### src/hdl/tdpf_pkg.sv
// Shared types and constants for the trial-division prime factorizer.
// Holds the controller/datapath command and status structs and the emit select codes.
// No dependencies.
`timescale 1ns / 1ps

package tdpf_pkg;

    // Width of the value and factor fields on the ports.
    localparam int FIELD_WIDTH = 32;

    // Default number of value bits that take part in factoring.
    localparam int VALUE_WIDTH_DEF = 32;

    // Source of the factor written to the output register.
    typedef enum logic [1:0] {
        EMIT_ZERO,
        EMIT_DIVISOR,
        EMIT_REMAINDER
    } t_emit_sel;

    // Commands from the controller to the datapath.
    typedef struct packed {
        logic      load;
        logic      square;
        logic      div_start;
        logic      take_quot;
        logic      next_div;
        logic      emit;
        t_emit_sel emit_sel;
        logic      emit_last;
    } t_cmd;

    // Status from the datapath to the controller.
    typedef struct packed {
        logic rem_lt2;
        logic sq_gt;
        logic div_busy;
        logic part_zero;
        logic out_free;
    } t_sts;

endpackage

### src/hdl/tdpf_if.sv
// Valid/ready channel interfaces for the trial-division prime factorizer.
// Depends on tdpf_pkg for the field width.
`timescale 1ns / 1ps

// Channel that carries one value word to factor.
interface tdpf_value_if;
    import tdpf_pkg::*;

    logic                   valid;
    logic                   ready;
    logic [FIELD_WIDTH-1:0] value;

    modport source (output valid, output value, input ready);
    modport sink   (input valid, input value, output ready);
endinterface

// Channel that carries one factor word and its last flag.
interface tdpf_result_if;
    import tdpf_pkg::*;

    logic                   valid;
    logic                   ready;
    logic [FIELD_WIDTH-1:0] factor;
    logic                   last;

    modport source (output valid, output factor, output last, input ready);
    modport sink   (input valid, input factor, input last, output ready);
endinterface

### src/hdl/tdpf_dp.sv
// Datapath of the trial-division prime factorizer: remainder, divisor, squarer,
// bit-serial restoring divider and the output register. Depends on tdpf_pkg.
`timescale 1ns / 1ps

module tdpf_dp #(
    parameter int REM_WIDTH = tdpf_pkg::VALUE_WIDTH_DEF
) (
    input  logic                             i_clk,
    input  logic                             i_rst_n,
    input  logic [tdpf_pkg::FIELD_WIDTH-1:0] i_value,
    input  tdpf_pkg::t_cmd                   i_cmd,
    output tdpf_pkg::t_sts                   o_sts,
    input  logic                             i_out_ready,
    output logic                             o_out_valid,
    output logic [tdpf_pkg::FIELD_WIDTH-1:0] o_factor,
    output logic                             o_last
);
    import tdpf_pkg::*;

    // The divisor never exceeds the square root of the remainder plus one.
    localparam int DIV_WIDTH = (REM_WIDTH + 1) / 2 + 1;
    localparam int SQ_WIDTH  = 2 * DIV_WIDTH;
    localparam int CNT_WIDTH = $clog2(REM_WIDTH + 1);

    logic [REM_WIDTH-1:0]   r_rem;
    logic [DIV_WIDTH-1:0]   r_div;
    logic [SQ_WIDTH-1:0]    r_sq;
    logic [REM_WIDTH-1:0]   r_quo;
    logic [DIV_WIDTH:0]     r_part;
    logic [CNT_WIDTH-1:0]   r_cnt;
    logic                   r_busy;
    logic                   r_out_valid;
    logic [FIELD_WIDTH-1:0] r_out_factor;
    logic                   r_out_last;

    logic [DIV_WIDTH:0]     w_shift;
    logic [DIV_WIDTH+1:0]   w_diff;
    logic                   w_ge;
    logic [FIELD_WIDTH-1:0] n_factor;

    // One restoring division step: shift in the next dividend bit, subtract if it fits.
    assign w_shift = {r_part[DIV_WIDTH-1:0], r_quo[REM_WIDTH-1]};
    assign w_diff  = {1'b0, w_shift} - {2'b00, r_div};
    assign w_ge    = ~w_diff[DIV_WIDTH+1];

    // Remainder, divisor and divider control registers.
    always_ff @(posedge i_clk) begin
        if (!i_rst_n) begin
            r_rem  <= '0;
            r_div  <= DIV_WIDTH'(2);
            r_busy <= 1'b0;
            r_cnt  <= '0;
        end else begin
            if (i_cmd.load) begin
                r_rem <= i_value[REM_WIDTH-1:0];
                r_div <= DIV_WIDTH'(2);
            end else begin
                if (i_cmd.take_quot) begin
                    r_rem <= r_quo;
                end
                if (i_cmd.next_div) begin
                    r_div <= r_div + DIV_WIDTH'(1);
                end
            end
            if (i_cmd.div_start) begin
                r_busy <= 1'b1;
                r_cnt  <= CNT_WIDTH'(REM_WIDTH);
            end else if (r_busy) begin
                r_cnt  <= r_cnt - CNT_WIDTH'(1);
                r_busy <= (r_cnt != CNT_WIDTH'(1));
            end
        end
    end

    // Payload side of the squarer and divider.
    always_ff @(posedge i_clk) begin
        if (i_cmd.square) begin
            r_sq <= r_div * r_div;
        end
        if (i_cmd.div_start) begin
            r_quo  <= r_rem;
            r_part <= '0;
        end else if (r_busy) begin
            r_quo  <= {r_quo[REM_WIDTH-2:0], w_ge};
            r_part <= w_ge ? w_diff[DIV_WIDTH:0] : w_shift;
        end
    end

    // Select the factor to emit.
    always_comb begin
        case (i_cmd.emit_sel)
            EMIT_DIVISOR:   n_factor = FIELD_WIDTH'(r_div);
            EMIT_REMAINDER: n_factor = FIELD_WIDTH'(r_rem);
            default:        n_factor = '0;
        endcase
    end

    // Output register; it frees itself when the word is taken.
    always_ff @(posedge i_clk) begin
        if (!i_rst_n) begin
            r_out_valid <= 1'b0;
        end else if (i_cmd.emit) begin
            r_out_valid <= 1'b1;
        end else if (i_out_ready) begin
            r_out_valid <= 1'b0;
        end
    end

    always_ff @(posedge i_clk) begin
        if (i_cmd.emit) begin
            r_out_factor <= n_factor;
            r_out_last   <= i_cmd.emit_last;
        end
    end

    // Status back to the controller.
    assign o_sts.rem_lt2   = (r_rem < REM_WIDTH'(2));
    assign o_sts.sq_gt     = (r_sq > SQ_WIDTH'(r_rem));
    assign o_sts.div_busy  = r_busy;
    assign o_sts.part_zero = (r_part == '0);
    assign o_sts.out_free  = ~r_out_valid | i_out_ready;

    assign o_out_valid = r_out_valid;
    assign o_factor    = r_out_factor;
    assign o_last      = r_out_last;

endmodule

### src/hdl/tdpf_ctrl.sv
// Controller of the trial-division prime factorizer: sequences load, square test,
// division and emit steps. Depends on tdpf_pkg.
`timescale 1ns / 1ps

module tdpf_ctrl (
    input  logic           i_clk,
    input  logic           i_rst_n,
    input  logic           i_in_valid,
    output logic           o_in_ready,
    input  tdpf_pkg::t_sts i_sts,
    output tdpf_pkg::t_cmd o_cmd
);
    import tdpf_pkg::*;

    typedef enum logic [2:0] {
        S_IDLE,
        S_START,
        S_SQUARE,
        S_COMPARE,
        S_DIVIDE,
        S_DECIDE,
        S_EMIT
    } t_state;

    t_state    r_state;
    t_state    n_state;
    t_emit_sel r_sel;
    t_emit_sel n_sel;
    logic      r_last;
    logic      n_last;

    // Next state and the commands of the current step.
    always_comb begin
        n_state = r_state;
        n_sel   = r_sel;
        n_last  = r_last;
        o_cmd   = '0;
        o_cmd.emit_sel  = r_sel;
        o_cmd.emit_last = r_last;
        case (r_state)
            S_IDLE: begin
                if (i_in_valid) begin
                    o_cmd.load = 1'b1;
                    n_state    = S_START;
                end
            end
            S_START: begin
                // Zero and one have no prime factors; report a single zero.
                if (i_sts.rem_lt2) begin
                    n_sel   = EMIT_ZERO;
                    n_last  = 1'b1;
                    n_state = S_EMIT;
                end else begin
                    n_state = S_SQUARE;
                end
            end
            S_SQUARE: begin
                o_cmd.square = 1'b1;
                n_state      = S_COMPARE;
            end
            S_COMPARE: begin
                // Once the divisor squared passes the remainder, the remainder is prime.
                if (i_sts.sq_gt) begin
                    n_sel   = EMIT_REMAINDER;
                    n_last  = 1'b1;
                    n_state = S_EMIT;
                end else begin
                    o_cmd.div_start = 1'b1;
                    n_state         = S_DIVIDE;
                end
            end
            S_DIVIDE: begin
                if (!i_sts.div_busy) begin
                    n_state = S_DECIDE;
                end
            end
            S_DECIDE: begin
                if (i_sts.part_zero) begin
                    n_sel   = EMIT_DIVISOR;
                    n_last  = 1'b0;
                    n_state = S_EMIT;
                end else begin
                    o_cmd.next_div = 1'b1;
                    n_state        = S_SQUARE;
                end
            end
            S_EMIT: begin
                if (i_sts.out_free) begin
                    o_cmd.emit      = 1'b1;
                    o_cmd.take_quot = (r_sel == EMIT_DIVISOR);
                    n_state         = r_last ? S_IDLE : S_SQUARE;
                end
            end
            default: begin
                n_state = S_IDLE;
            end
        endcase
    end

    // State and registered emit selection.
    always_ff @(posedge i_clk) begin
        if (!i_rst_n) begin
            r_state <= S_IDLE;
            r_sel   <= EMIT_ZERO;
            r_last  <= 1'b0;
        end else begin
            r_state <= n_state;
            r_sel   <= n_sel;
            r_last  <= n_last;
        end
    end

    assign o_in_ready = (r_state == S_IDLE);

endmodule

### src/hdl/trial_division_prime_factorizer_unit.sv
// Trial-division prime factorizer: one value word in, its prime factors out in
// ascending order. Each trial divisor takes a square, compare, bit-serial division
// and decide step; each factor found adds an emit step that waits for a free output register.
// A 32-bit prime needs about 65536 trials; small factors finish fast.
// One value is worked on at a time; the next is taken once the last factor is registered.
// Synchronous active-low reset clears the controller and empties the output register.
`timescale 1ns / 1ps

module trial_division_prime_factorizer_unit #(
    parameter int VALUE_WIDTH = tdpf_pkg::VALUE_WIDTH_DEF
) (
    input  logic          i_clk,
    input  logic          i_rst_n,
    tdpf_value_if.sink    i_value,
    tdpf_result_if.source o_result
);
    import tdpf_pkg::*;

    // Bits of the value that take part: the port width caps the parameter.
    localparam int REM_WIDTH = (VALUE_WIDTH < FIELD_WIDTH) ? VALUE_WIDTH : FIELD_WIDTH;

    t_cmd w_cmd;
    t_sts w_sts;

    // Sequencer.
    tdpf_ctrl u_ctrl (
        .i_clk      (i_clk),
        .i_rst_n    (i_rst_n),
        .i_in_valid (i_value.valid),
        .o_in_ready (i_value.ready),
        .i_sts      (w_sts),
        .o_cmd      (w_cmd)
    );

    // Arithmetic and output register.
    tdpf_dp #(
        .REM_WIDTH (REM_WIDTH)
    ) u_dp (
        .i_clk       (i_clk),
        .i_rst_n     (i_rst_n),
        .i_value     (i_value.value),
        .i_cmd       (w_cmd),
        .o_sts       (w_sts),
        .i_out_ready (o_result.ready),
        .o_out_valid (o_result.valid),
        .o_factor    (o_result.factor),
        .o_last      (o_result.last)
    );

endmodule

### src/flat_wrapper.sv
// flat-port wrapper written by rule: the top's interface ports become plain ports
module trial_division_prime_factorizer_unit_flat import tdpf_pkg::*;
#(
    parameter int VALUE_WIDTH = tdpf_pkg::VALUE_WIDTH_DEF
)
  (i_clk, i_rst_n, i_value_valid, i_value_value, i_value_ready, o_result_valid, o_result_factor, o_result_last, o_result_ready);
  tdpf_value_if i_value_i ();
  tdpf_result_if o_result_i ();
  input  logic i_clk;
  input  logic i_rst_n;
  input wire logic [$bits(i_value_i.valid)-1:0] i_value_valid;
  input wire logic [$bits(i_value_i.value)-1:0] i_value_value;
  output wire logic [$bits(i_value_i.ready)-1:0] i_value_ready;
  output wire logic [$bits(o_result_i.valid)-1:0] o_result_valid;
  output wire logic [$bits(o_result_i.factor)-1:0] o_result_factor;
  output wire logic [$bits(o_result_i.last)-1:0] o_result_last;
  input wire logic [$bits(o_result_i.ready)-1:0] o_result_ready;
  assign i_value_i.valid = i_value_valid;
  assign i_value_i.value = i_value_value;
  assign i_value_ready = i_value_i.ready;
  assign o_result_valid = o_result_i.valid;
  assign o_result_factor = o_result_i.factor;
  assign o_result_last = o_result_i.last;
  assign o_result_i.ready = o_result_ready;
  trial_division_prime_factorizer_unit #(.VALUE_WIDTH(VALUE_WIDTH)) u_core (.i_clk(i_clk), .i_rst_n(i_rst_n), .i_value(i_value_i), .o_result(o_result_i));
endmodule
### config.mk
export PLATFORM = sky130hd
export DESIGN_NAME = trial_division_prime_factorizer_unit_flat
export DESIGN_NICKNAME = d
export VERILOG_FILES = /design/src/hdl/tdpf_pkg.sv /design/src/hdl/tdpf_if.sv /design/src/hdl/tdpf_dp.sv /design/src/hdl/tdpf_ctrl.sv /design/src/hdl/trial_division_prime_factorizer_unit.sv /design/src/flat_wrapper.sv
export SDC_FILE = /design/constraint.sdc
export NUM_CORES = 1
export LEC_CHECK = 0
export ABC_AREA = 1
export BUFFER_PORTS_ARGS = -buffer_cell sky130_fd_sc_hd__buf_2
export CAP_MARGIN = 10
export CORE_MARGIN = 5
export CORE_UTILIZATION = 30
export CTS_CLUSTER_DIAMETER = 50
export DETAILED_ROUTE_END_ITERATION = 10
export MAX_ROUTING_LAYER = met4
export PLACE_DENSITY = 0.55
export SYNTH_ARGS = -nofsm -noshare
export SYNTH_HDL_FRONTEND = slang
export SYNTH_SLANG_ARGS = --single-unit
### constraint.sdc
create_clock -name i_clk -period 6.5 [get_ports i_clk]
set_input_delay 1.3 -clock i_clk [delete_from_list [all_inputs] [get_ports i_clk]]
set_output_delay 1.3 -clock i_clk [all_outputs]
set_load 0.02 [all_outputs]
==> results_dict.tcl <==
set metrics [dict create \
    status "complete, no violations" \
    hold_viol 0 \
    synthesis.nets 2593 \
    min_period_over_period 0.931 \
    gr-usage-met1 0.202 \
    cts_setup_buffers 0 \
    path_class "flop to flop" \
    crit_chain "nand2_1 > inv_1 > fa_1 > fa_1 > fa_1 > fa_1 > fa_1 > inv_1 > fa_1 > inv_1 > ha_1 > a21oi_1 > o21ai_0 > a21oi_1 > nand3_1 > nand2_1 > nand2_1 > nand2_1 > nand2_1 > xor2_1" \
    p_clk_frac 0.301 \
    worstMarginPinSlew_ns 0.988 \
    wl_per_cell_um 15.7 \
    cp.required_ns 6.70 \
    drive_above_1_share 0.0870 \
    grt_use_total 0.153 \
    area_growth_pct 9.95 \
    end_kind "flop" \
    h-tree-depth 4 \
    cts_num_sinks 179 \
    chipHeight_um 255 \
    overflow 0 \
    die_x_um 255 \
    async_flop_share 0 \
    die_area_um2 65200 \
    grt_pass1_wl_um 77600 \
    syn_area_per_cell_um2 8.20 \
    place.gp.congestion 0.912 \
    cpMostUsedCell "fa_1" \
    fillers 6315 \
    vias 14100 \
    ioPinCount 71 \
    use_met2 0.248 \
    setup_tns_ns 0 \
    path_clk_slew_ns 0.08 \
    leakage_nw 10.3 \
    antenna_found_initial 0 \
    ant_nets 0 \
    synth_warnings 0 \
    regArea_um2 4570 \
    placed_cell_area_um2 19200 \
    finalClockSkew_ns 0.0166 \
    synth_cell_types 51 \
    synth_area_um2 18000 \
    p_int_mw 2.26 \
    cts-hold-fix-buffers 0 \
    numCtsBuffers 17 \
    grt_max_degree 63 \
    cp_slowest_stage_delay_ns 0.72 \
    cts_resized 0 \
    hpwlAfterDp_um 38300 \
    dp_cells 3004 \
    maxCapViolCount 0 \
    fmax_mhz 165 \
    vdd_drop_max_uv 150 \
    drc_errors 0 \
    power_frac_seq 0.378 \
    synth_seq_cells 179 \
    final_cells 3036 \
    netlist_instances 2201 \
    setup_viol 0 \
    swShare 0.384 \
    critPathTopFamily "adder cells" \
    cp-start-kind "flop" \
    n_antenna_cell 0 \
    drv_slew 0 \
    met3_usage 0.0189 \
    via_per_inst 4.65 \
    grt.busiest_layer "met2" \
    dr.pass1.iters 7 \
    multi_input_area_um2 11300 \
    yosysSeqAreaShare 0.253 \
    final_util 0.331 \
    pwr-share-comb 0.321 \
    fin_area_um2 19800 \
    p_per_area_nw_per_um2 185 \
    coreArea_um2 60000 \
    p_switching_mw 1.41 \
    synth_edf_count 98 \
    initialDrtViolationCount 788 \
    worstSkewPairLatency_ns 0.46 \
    clock_path_buffers 2 \
    rsz0062_at_grt "no" \
    cp_slowest_cell "dfxtp_1" \
    totalWireLength_um 47500 \
    hp-class "flop to flop" \
    portBuffers 70 \
    cp_max_fo 10 \
    synth-main-ff-cell "edfxtp_1" \
    nNetsFinal 2633 \
    cts_tree "yes" \
    start_util 0.301 \
    fp-row-count 90 \
    crit_buf_inv 3 \
    arrival_ns 6.25 \
    relSlewSlack 0.339 \
    root_buffer "clkbuf_16" \
    period_minus_slack_ns 6.05 \
    first_global_vias 14300 \
]
[placed cells by master, fill, tap and decap left out, types with 12 or more instances in the layout]
cell type / count
nand2_1: 532
inv_1: 470
fa_1: 195
ha_1: 161
a21oi_1: 103
nor2_1: 98
edfxtp_1: 98
dfxtp_1: 80
buf_2: 70
o21ai_0: 60
nand3_1: 49
xor2_1: 41
o21ai_1: 35
a31oi_1: 33
buf_4: 31
nand4_1: 19
xnor2_1: 17
clkbuf_16: 17
inv_2: 14
nor3_1: 12
[flip-flops by register name, summed over array words and instances (netlist names)]
register	cells
u_core.u_dp.o_factor	32
u_core.u_ctrl.r_sel	2
u_core.u_ctrl.r_last	1
u_core.u_ctrl.r_state	3
u_core.u_dp.r_rem	32
u_core.u_dp.r_cnt	6
u_core.u_dp.r_part	18
u_core.u_dp.r_quo	32
u_core.u_dp.o_out_valid	1
u_core.u_dp.o_last	1
u_core.u_dp.r_busy	1
u_core.u_dp.r_div	17
u_core.u_dp.r_sq	33
[kinds of logic (layout without fill, tap and decap cells)]
| logic type | Yosys count | in the layout | share of synthesized area |
|---|---|---|---|
| XOR/XNOR | 58 | 58 | 0.0282 |
| adder cells (fa/ha/maj) | 356 | 356 | 0.328 |
| AND/OR/NAND/NOR | 758 | 758 | 0.177 |
| AO/OA/AOI/OAI | 285 | 285 | 0.0901 |
| buffers and inverters | 565 | 618 | 0.124 |
| flip-flops | 179 | 179 | 0.253 |
[final timing paths]
kind,cells past startpoint,to,from,slack (ns)
hold / removal,0,u_core.u_dp.o_last,u_core.u_ctrl.r_last,0.44
hold reg to reg,0,u_core.u_dp.o_last,u_core.u_ctrl.r_last,0.44
setup reg to reg,20,u_core.u_dp.r_sq[30],u_core.u_dp.r_div[3],0.45
setup / recovery,20,u_core.u_dp.r_sq[30],u_core.u_dp.r_div[3],0.45
[area by class of cell]
cell class | instances | share of cell area
Sequential cell | 179 | 0.230
Timing Repair Buffer | 101 | 0.0294
Inverter | 485 | 0.0918
Tap cell | 782 | 0.0493
Clock buffer | 17 | 0.0214
Multi-Input combinational cell | 1457 | 0.568
Clock inverter | 15 | 0.0105
[power groups by stage]
stage,Clock [mW],Sequential [mW],Combinational [mW]
5_1_grt,1.17,1.40,1.35
4_1_cts,1.13,1.38,1.17
3_5_place_dp,0,1.41,1.16
3_3_place_gp,0,1.41,1.15
6_report,1.10,1.39,1.17
2_1_floorplan,0,1.37,0.946
[cell usage after synthesis (5+ instances only)]
master    number  area (um2)
nor4_1        10        62.6
nor2_1        99         372
ha_1         161        2010
edfxtp_1      98        2940
nand2_4        9         101
o21bai_1       8        60.1
xor2_1        41         359
buf_1         16        60.1
o21ai_0       60         300
nor2_2         6        37.5
nor3_1        12        60.1
nand2_1      532        2000
clkbuf_1      31         116
inv_1        470        1760
o211ai_1      11        82.6
fa_1         195        3900
a21oi_1      103         515
a21oi_2        5        43.8
buf_6          7        78.8
a31oi_1       33         206
o21ai_2       11        96.3
o21ai_1       35         175
nand4_1       19         119
nand3_1       49         245
dfxtp_1       81        1620
xnor2_1       17         149
a21o_1        11        82.6
buf_4          5        37.5
buf_2         20         100
inv_2         14        52.6
[worst reg2reg max path, cell delays in order (launching register included)]
cell,delay [ns]
dfxtp_1,0.72
nand2_1,0.20
inv_1,0.11
fa_1,0.44
fa_1,0.53
fa_1,0.54
fa_1,0.52
fa_1,0.54
inv_1,0.06
fa_1,0.54
inv_1,0.05
ha_1,0.36
a21oi_1,0.22
o21ai_0,0.14
a21oi_1,0.22
nand3_1,0.18
nand2_1,0.09
nand2_1,0.08
nand2_1,0.08
nand2_1,0.06
xor2_1,0.14
[layer usage]
metal	vias up	part of all wire
met5	-	0
met4	0	0.030
met3	60	0.049
met2	347	0.46
met1	6801	0.46
li1	6909	-
[per-stage QoR]
step                hold slack, ns  worst slack [ns]  power (mW)
global placement             0.428             0.272        2.56
global route                 0.471            0.0588        3.92
finish                       0.442             0.445        3.66
detailed placement           0.439             0.195        2.57
floorplan                    0.408             0.727        2.32
CTS                          0.447             0.181        3.68
No activity file was read; power rests on OpenSTA's default activity.
